--- config.mk ---
export PLATFORM = sky130hd
export DESIGN_NAME = utf16le_to_utf8_transcoder
export DESIGN_NICKNAME = d
export VERILOG_FILES = /design/src/sv/utt_pkg.sv /design/src/sv/utt_front.sv /design/src/sv/utt_queue.sv /design/src/sv/utt_back.sv /design/src/sv/utf16le_to_utf8_transcoder.sv
export SDC_FILE = /design/constraint.sdc
export NUM_CORES = 1
export LEC_CHECK = 0
export BUFFER_PORTS_ARGS = -buffer_cell sky130_fd_sc_hd__buf_2
export CAP_MARGIN = 10
export CORE_MARGIN = 2
export CORE_UTILIZATION = 30
export CTS_BUF_LIST = sky130_fd_sc_hd__clkbuf_8 sky130_fd_sc_hd__clkbuf_16
export DETAILED_ROUTE_END_ITERATION = 7
export GPL_ROUTABILITY_DRIVEN = 0
export SLEW_MARGIN = 20
export SYNTH_ARGS = -nofsm -noshare
export SYNTH_HDL_FRONTEND = slang
export SYNTH_HIERARCHICAL = 1
export SYNTH_SLANG_ARGS = --single-unit
--- constraint.sdc ---
create_clock -name clk -period 3.5 [get_ports clk]
set_input_delay 0.35 -clock clk [delete_from_list [all_inputs] [get_ports clk]]
set_output_delay 0.35 -clock clk [all_outputs]
set_load 0.05 [all_outputs]
--- src/sv/utt_pkg.sv ---
`timescale 1ns / 1ps
`default_nettype none
// ----------------------------------------------------------------------------
// utt_pkg: shared types and helpers for the UTF-16LE to UTF-8 transcoder
// Beat formats, the code point record passed from front to back, and the
// UTF-8 byte formatter.
// ----------------------------------------------------------------------------
package utt_pkg;

  localparam int unsigned CpW = 21;

  localparam logic [15:0] Cu2ByteMin  = 16'h0080;
  localparam logic [15:0] Cu3ByteMin  = 16'h0800;
  localparam logic [15:0] SurHighMin  = 16'hD800;
  localparam logic [15:0] SurHighMax  = 16'hDBFF;
  localparam logic [15:0] SurLowMin   = 16'hDC00;
  localparam logic [15:0] SurLowMax   = 16'hDFFF;
  localparam logic [CpW-1:0] SuppBase = 21'h010000;

  localparam logic [1:0] Len1 = 2'd0;
  localparam logic [1:0] Len2 = 2'd1;
  localparam logic [1:0] Len3 = 2'd2;
  localparam logic [1:0] Len4 = 2'd3;

  typedef struct packed {
    logic [15:0] code_unit;
    logic        string_last;
  } in_beat_t;

  typedef struct packed {
    logic [7:0] utf8_byte;
    logic       run_last;
  } out_beat_t;

  // One code point to encode, with its byte count minus one.
  typedef struct packed {
    logic [CpW-1:0] cp;
    logic [1:0]     len_m1;
  } cp_rec_t;

  // Byte number idx (0 = lead byte) of the UTF-8 form of cp.
  function automatic logic [7:0] utf8_byte_at(input logic [CpW-1:0] cp,
                                              input logic [1:0] len_m1,
                                              input logic [1:0] idx);
    logic [1:0] grp;
    logic [5:0] six;
    logic [7:0] res;
    grp = len_m1 - idx;
    case (grp)
      2'd0:    six = cp[5:0];
      2'd1:    six = cp[11:6];
      2'd2:    six = cp[17:12];
      default: six = {3'b000, cp[20:18]};
    endcase
    if (idx != 2'd0) begin
      res = {2'b10, six};
    end else begin
      case (len_m1)
        Len1:    res = {1'b0, cp[6:0]};
        Len2:    res = {3'b110, cp[10:6]};
        Len3:    res = {4'b1110, cp[15:12]};
        default: res = {5'b11110, cp[20:18]};
      endcase
    end
    return res;
  endfunction

endpackage
`default_nettype wire

--- src/sv/utt_front.sv ---
`timescale 1ns / 1ps
`default_nettype none
// ----------------------------------------------------------------------------
// utt_front: input stage
// Accepts code units, tracks the held high surrogate and end of string,
// and pushes one code point record per unit that yields output.
// ----------------------------------------------------------------------------
module utt_front
  import utt_pkg::*;
(
  input  wire logic     clk,
  input  wire logic     rst_n,
  input  wire logic     in_valid,
  output logic          in_stall,
  input  wire in_beat_t in_data,
  input  wire logic     q_full,
  output logic          q_push,
  output cp_rec_t       q_rec
);

  logic [9:0] held_bits_r, held_bits_nxt;
  logic       held_valid_r, held_valid_nxt;
  logic       ended_r, ended_nxt;
  logic       accept;
  logic [15:0] cu;
  logic       is_sur, is_high, is_low;

  assign in_stall = q_full;
  assign accept   = in_valid && !q_full;
  assign cu       = in_data.code_unit;
  assign is_sur   = (cu >= SurHighMin) && (cu <= SurLowMax);
  assign is_high  = (cu >= SurHighMin) && (cu <= SurHighMax);
  assign is_low   = (cu >= SurLowMin) && (cu <= SurLowMax);

  always_comb begin
    held_bits_nxt  = held_bits_r;
    held_valid_nxt = held_valid_r;
    ended_nxt      = ended_r;
    q_push         = 1'b0;
    q_rec.cp       = {5'd0, cu};
    q_rec.len_m1   = Len3;
    if (cu < Cu2ByteMin) begin
      q_rec.len_m1 = Len1;
    end else if (cu < Cu3ByteMin) begin
      q_rec.len_m1 = Len2;
    end
    if (accept) begin
      if (!ended_r) begin
        if (cu == 16'd0) begin
          held_valid_nxt = 1'b0;
          ended_nxt      = 1'b1;
        end else if (held_valid_r && is_low) begin
          held_valid_nxt = 1'b0;
          q_push         = 1'b1;
          q_rec.cp       = SuppBase + {1'b0, held_bits_r, cu[9:0]};
          q_rec.len_m1   = Len4;
        end else begin
          held_valid_nxt = 1'b0;
          if (!is_sur) begin
            q_push = 1'b1;
          end else if (is_high && !in_data.string_last) begin
            held_bits_nxt  = cu[9:0];
            held_valid_nxt = 1'b1;
          end
        end
      end
      if (in_data.string_last) begin
        held_valid_nxt = 1'b0;
        held_bits_nxt  = 10'd0;
        ended_nxt      = 1'b0;
      end
    end
  end

  always_ff @(posedge clk) begin
    if (!rst_n) begin
      held_bits_r  <= 10'd0;
      held_valid_r <= 1'b0;
      ended_r      <= 1'b0;
    end else begin
      held_bits_r  <= held_bits_nxt;
      held_valid_r <= held_valid_nxt;
      ended_r      <= ended_nxt;
    end
  end

endmodule
`default_nettype wire

--- src/sv/utt_queue.sv ---
`timescale 1ns / 1ps
`default_nettype none
// ----------------------------------------------------------------------------
// utt_queue: two-entry record queue
// Decouples the front from the byte serializer.
// ----------------------------------------------------------------------------
module utt_queue
  import utt_pkg::*;
(
  input  wire logic    clk,
  input  wire logic    rst_n,
  input  wire logic    push,
  input  wire cp_rec_t push_rec,
  output logic         full,
  input  wire logic    pop,
  output logic         not_empty,
  output cp_rec_t      head
);

  cp_rec_t    slot_r [2];
  logic       wptr_r, rptr_r;
  logic [1:0] count_r, count_nxt;
  logic       do_push, do_pop;

  assign full      = (count_r == 2'd2);
  assign not_empty = (count_r != 2'd0);
  assign head      = slot_r[rptr_r];
  assign do_push   = push && !full;
  assign do_pop    = pop && not_empty;

  always_comb begin
    count_nxt = count_r;
    if (do_push && !do_pop) begin
      count_nxt = count_r + 2'd1;
    end else if (do_pop && !do_push) begin
      count_nxt = count_r - 2'd1;
    end
  end

  always_ff @(posedge clk) begin
    if (do_push) begin
      slot_r[wptr_r] <= push_rec;
    end
  end

  always_ff @(posedge clk) begin
    if (!rst_n) begin
      wptr_r  <= 1'b0;
      rptr_r  <= 1'b0;
      count_r <= 2'd0;
    end else begin
      count_r <= count_nxt;
      if (do_push) begin
        wptr_r <= !wptr_r;
      end
      if (do_pop) begin
        rptr_r <= !rptr_r;
      end
    end
  end

endmodule
`default_nettype wire

--- src/sv/utt_back.sv ---
`timescale 1ns / 1ps
`default_nettype none
// ----------------------------------------------------------------------------
// utt_back: byte serializer
// Takes code point records and sends their UTF-8 bytes one beat at a time
// through an output register.
// ----------------------------------------------------------------------------
module utt_back
  import utt_pkg::*;
(
  input  wire logic    clk,
  input  wire logic    rst_n,
  input  wire logic    q_not_empty,
  input  wire cp_rec_t q_head,
  output logic         q_pop,
  output logic         out_valid,
  input  wire logic    out_stall,
  output out_beat_t    out_data
);

  cp_rec_t    work_r;
  logic       work_valid_r;
  logic [1:0] idx_r;
  logic       out_valid_r;
  out_beat_t  out_data_r;
  logic       can_emit, emit, last_byte;

  assign can_emit  = !out_valid_r || !out_stall;
  assign emit      = can_emit && work_valid_r;
  assign last_byte = (idx_r == work_r.len_m1);
  // Refill the work register when empty or when its last byte goes out.
  assign q_pop     = !work_valid_r || (emit && last_byte);
  assign out_valid = out_valid_r;
  assign out_data  = out_data_r;

  always_ff @(posedge clk) begin
    if (q_pop && q_not_empty) begin
      work_r <= q_head;
    end
    if (emit) begin
      out_data_r.utf8_byte <= utf8_byte_at(work_r.cp, work_r.len_m1, idx_r);
      out_data_r.run_last  <= last_byte;
    end
  end

  always_ff @(posedge clk) begin
    if (!rst_n) begin
      work_valid_r <= 1'b0;
      idx_r        <= 2'd0;
      out_valid_r  <= 1'b0;
    end else begin
      if (emit) begin
        out_valid_r <= 1'b1;
      end else if (!out_stall) begin
        out_valid_r <= 1'b0;
      end
      if (q_pop) begin
        work_valid_r <= q_not_empty;
        idx_r        <= 2'd0;
      end else if (emit) begin
        idx_r <= idx_r + 2'd1;
      end
    end
  end

endmodule
`default_nettype wire

--- src/sv/utf16le_to_utf8_transcoder.sv ---
`timescale 1ns / 1ps
`default_nettype none
// ----------------------------------------------------------------------------
// utf16le_to_utf8_transcoder: UTF-16 code units in, UTF-8 bytes out
// Accepts one code unit per beat and returns its UTF-8 bytes, one per beat,
// with run_last on the final byte of each unit. Surrogate pairs become one
// four-byte sequence; unpaired surrogates are dropped silently. A zero unit
// ends the string and later units are ignored until string_last.
// ----------------------------------------------------------------------------
//
// A unit is accepted every cycle while the record queue has room; the output
// side sends one byte per cycle while out_stall is low, so a unit yields 1
// to 4 bytes (1 for ASCII, 2 below U+0800, 3 for other BMP code points, 4
// for a surrogate pair, 0 for dropped units). Sustained throughput is set
// by the byte serializer. An accepted unit passes a queue slot, the work
// register and the output register before its first byte goes out. in_stall
// rises when the queue is full; out_valid has no combinational path from out_stall.
//
// Structure:
//   utt_front  - surrogate and end-of-string tracking, classification
//   utt_queue  - two-entry code point record queue
//   utt_back   - byte serializer with a registered output beat
// ----------------------------------------------------------------------------
module utf16le_to_utf8_transcoder
  import utt_pkg::*;
(
  input  wire logic     clk,
  input  wire logic     rst_n,
  input  wire logic     in_valid,
  output logic          in_stall,
  input  wire in_beat_t in_data,
  output logic          out_valid,
  input  wire logic     out_stall,
  output out_beat_t     out_data
);

  logic    q_full, q_push, q_pop, q_not_empty;
  cp_rec_t q_rec, q_head;

  utt_front u_front (
    .clk      (clk),
    .rst_n    (rst_n),
    .in_valid (in_valid),
    .in_stall (in_stall),
    .in_data  (in_data),
    .q_full   (q_full),
    .q_push   (q_push),
    .q_rec    (q_rec)
  );

  utt_queue u_queue (
    .clk       (clk),
    .rst_n     (rst_n),
    .push      (q_push),
    .push_rec  (q_rec),
    .full      (q_full),
    .pop       (q_pop),
    .not_empty (q_not_empty),
    .head      (q_head)
  );

  utt_back u_back (
    .clk         (clk),
    .rst_n       (rst_n),
    .q_not_empty (q_not_empty),
    .q_head      (q_head),
    .q_pop       (q_pop),
    .out_valid   (out_valid),
    .out_stall   (out_stall),
    .out_data    (out_data)
  );

endmodule
`default_nettype wire
==> summary.txt <==
Clock tree
  • Clock Latency Late Sink: 0.34 ns
  • TritonCTS Sinks: 99
  • Bufs on Longest Clock Path: 2
  • H-tree depth: 3
  • Clk root buf: clkbuf_16
  • Clock Pin Slew Worst Setup and Hold Paths: 0.07 ns
  • CTS Hold Bufs: 0
  • Post-CTS Setup Inserts: 0
  • CTS Buf Count: 9
  • Post-CTS sizing: 0
  • CTS tree: yes

Cells and area
  • # diodes: 0
  • Cell Count, Final, Fillers Out: 550
  • Share of cells above drive strength 1: 0.2597
  • Nets: 386
  • Synth-to-layout area growth: 12.97%

Outcome
  • Status: finished clean

Synth
  • Area leader, netlist: edfxtp_1
  • Synth top area share: 0.5133
  • Main synth FF type: edfxtp_1
  • Post-synthesis sequential area ratio: 0.6054
  • Post-synth top cells: edfxtp_1, mux2_2, nand3_1
  • FF+latch count, synth: 99
  • Post-synthesis cell count: 340
  • Distinct cells, synth: 59
  • Most common cell in the netlist: edfxtp_1
  • Synth Area per Inst: 13.42 um^2
  • Ys Warns: 6
  • Synth top area cells: edfxtp_1, dfxtp_1, mux2_2
  • Share of synthesized registers carrying an async set or reset: 0
  • Post-synth EDFFs: about 80
  • Syn Std Cell Area: 4563 um^2
  • Syn nets: 369

Global routing
  • Global-route wire length before repair: roughly 14,000 um
  • Largest net degree at the start of global routing: 43
  • Grt total ovfl: 0
  • Initial antenna violation count: 0
  • Global Route Usage Sum: 0.1142
  • Vias in the first global route: ~2,700

Job
  • Number of max-cap violations: 0

Worst setup path
  • Critical path peak fanout: 9
  • Crit-path cells: inv_1 -> ha_1 -> nand2_1 -> o21ai_0 -> o21ai_1 -> ha_1 -> or3_1 -> a21boi_1
  • Arrival time at the worst endpoint: 2.96 ns
  • CP max stage cell: o21ai_0
  • CP Launch Point: u_back/work_r[0]$_DFFE_PP_
  • CP startpoint kind: register
  • Crit path kind: reg -> reg
  • CP Capture Type: register
  • Worst EP required: 3.77 ns
  • Reg-to-reg startpoint: u_back/work_r[0]$_DFFE_PP_
  • Flop2flop setup slack: 0.81 ns
  • CP dominant cell by count: ha_1
  • Slowest cell delay on critical path: 0.52 ns

Floorplanning
  • Die W: 127.3 um
  • Row count: 45
  • Die Height: roughly 130 um
  • Core area: roughly 15,000 um^2
  • Starting Density: 0.3035
  • Die area: 16,210 um^2
  • IO Pins: 32

Timing
  • Slew HR: 0.5476
  • Hold Fails Final Rpt: 0
  • Worst Skew: 0.004437 ns
  • Final worst path period share: 0.7682
  • Minimum clock period: between 2 and 3 ns
  • Fmax: 0.3719 GHz
  • RSZ-0062 raised after global routing: false
  • Worst slew pin tran: 0.6786 ns
  • TNS Setup: 0 ns
  • Endpoints failing setup: 0
  • Slew Limit Fails: 0

Routing
  • Final wirelength: 9018 um
  • Remaining routing DRC violations: 0
  • Vias after detailed routing: roughly 2,800
  • Initial DRC Count: 128
  • Mean routed wirelength per cell: 16.40 um
  • Via-to-Cell Ratio: 5.007
  • DRT Pass-1 Iters: 4
  • Antenna viol nets, final: 0

Pwr
  • Total power draw: 0.004051 W
  • Pwr/cell area: 785.9 nW/um^2
  • LEAKAGE: 1.784 nW
  • VDD IR max: roughly 240 uV

Worst hold path
  • Hold/Removal Path Class: in -> reg
  • Hold Startpoint: in_data[5]

Placement
  • IO Port Bufs: 31
  • Detail Placement HPWL: 6247 um
  • Dpl cells: 534
-- layer usage --
layer / share of wire / vias up / track usage
li1: - / 1339 / -
met1: 0.49 / 1336 / 0.1555
met2: 0.46 / 69 / 0.1806
met3: 0.043 / 10 / 0.02722
met4: 0.011 / 0 / 0.03620
met5: 0 / - / 0
-- cell usage in the layout (no fill, tap or decap), types with 4 or more instances in the layout --
master	instances
o21ai_0	9
edfxtp_1	78
clkbuf_16	9
nor2_1	9
dfxtp_1	20
nor4bb_1	8
nand4_1	13
a21oi_1	4
buf_4	4
and2_1	9
ha_1	8
a222oi_1	4
xnor2_1	5
nor3b_1	5
nand2_1	10
mux2_2	29
inv_1	10
o211ai_1	11
buf_2	31
nand3_1	23
mux2i_1	4
-- metrics by stage --
| step | util | hold WS (ns) | instance area [um^2] | setup WS [ns] |
|---|---|---|---|---|
| after global placement | 0.3195 | 0.4747 | 4803 | 0.9072 |
| after floorplan | - | 0.4494 | 4563 | 0.9883 |
| after global routing | 0.3429 | 0.2255 | 5155 | 0.6418 |
| after detailed placement | 0.3195 | 0.4692 | 4803 | 0.8415 |
| after CTS | 0.3426 | 0.2194 | 5150 | 0.8298 |
| final | 0.3429 | 0.2330 | 5155 | 0.8113 |
-- power by group --
group / internal (W) / switching, W / leakage (nW)
clock network: 0.000705 / 0.000431 / 0.171
logic: 0.000415 / 0.000675 / 0.716
registers: 0.00166 / 0.000164 / 0.897
total: 0.00278 / 0.00127 / 1.78
-- state kept, by name, indices dropped and copies added (netlist names), named ones only --
register and count:
u_back/idx_r 2, u_back/out_data 9, u_back/out_valid 1, u_back/work_r 23, u_back/work_valid_r 1, u_front/ended_r 1, u_front/held_bits_r 10, u_front/held_valid_r 1
u_queue/count_r 2, u_queue/rptr_r 1, u_queue/slot_r 46, u_queue/wptr_r 1
-- worst max-delay path: cells and delay by family (launching register included) --
kind	cells	cell delay, ns
AOI/OAI and AO/OA	3	0.86
adders and majority gates	2	0.82
and+or+nand+nor	2	0.47
DFF	1	0.38
buffers and inverters	1	0.09
-- final cells by class --
cell class	instances	area (um^2)
sequential	99	2764
clock buffer	9	225.2
inverter	11	41.29
multi-input combinational	201	1583
clock inverter	7	121.4
timing repair buffer	35	185.2
tap	188	235.2
fill	1444	9878
-- kinds of logic (layout without fill, tap and decap cells) --
group | count (synthesis) | after routing | synth area share
AO/OA/AOI/OAI | 50 | 50 | 0.08007
XOR/XNOR | 8 | 8 | 0.01892
adder cells (fa/ha/maj) | 8 | 8 | 0.02194
buffers and inverters | 40 | 62 | 0.04853
flip-flops | 99 | 99 | 0.6054
multiplexers | 33 | 33 | 0.08034
AND/OR/NAND/NOR | 102 | 102 | 0.1448
-- final timing paths --
| check | end | depth (start not counted) |
|---|---|---|
| max | u_queue/count_r[1]$_SDFFE_PN0P_ | 8 |
| min | u_queue/slot_r[1][6]$_DFFE_PP_ | 1 |
| max reg2reg | u_queue/count_r[1]$_SDFFE_PN0P_ | 8 |
| min reg2reg | u_back/out_valid$_SDFFE_PN0P_ | 1 |
Note: power is estimated with default switching activity, not from simulation.
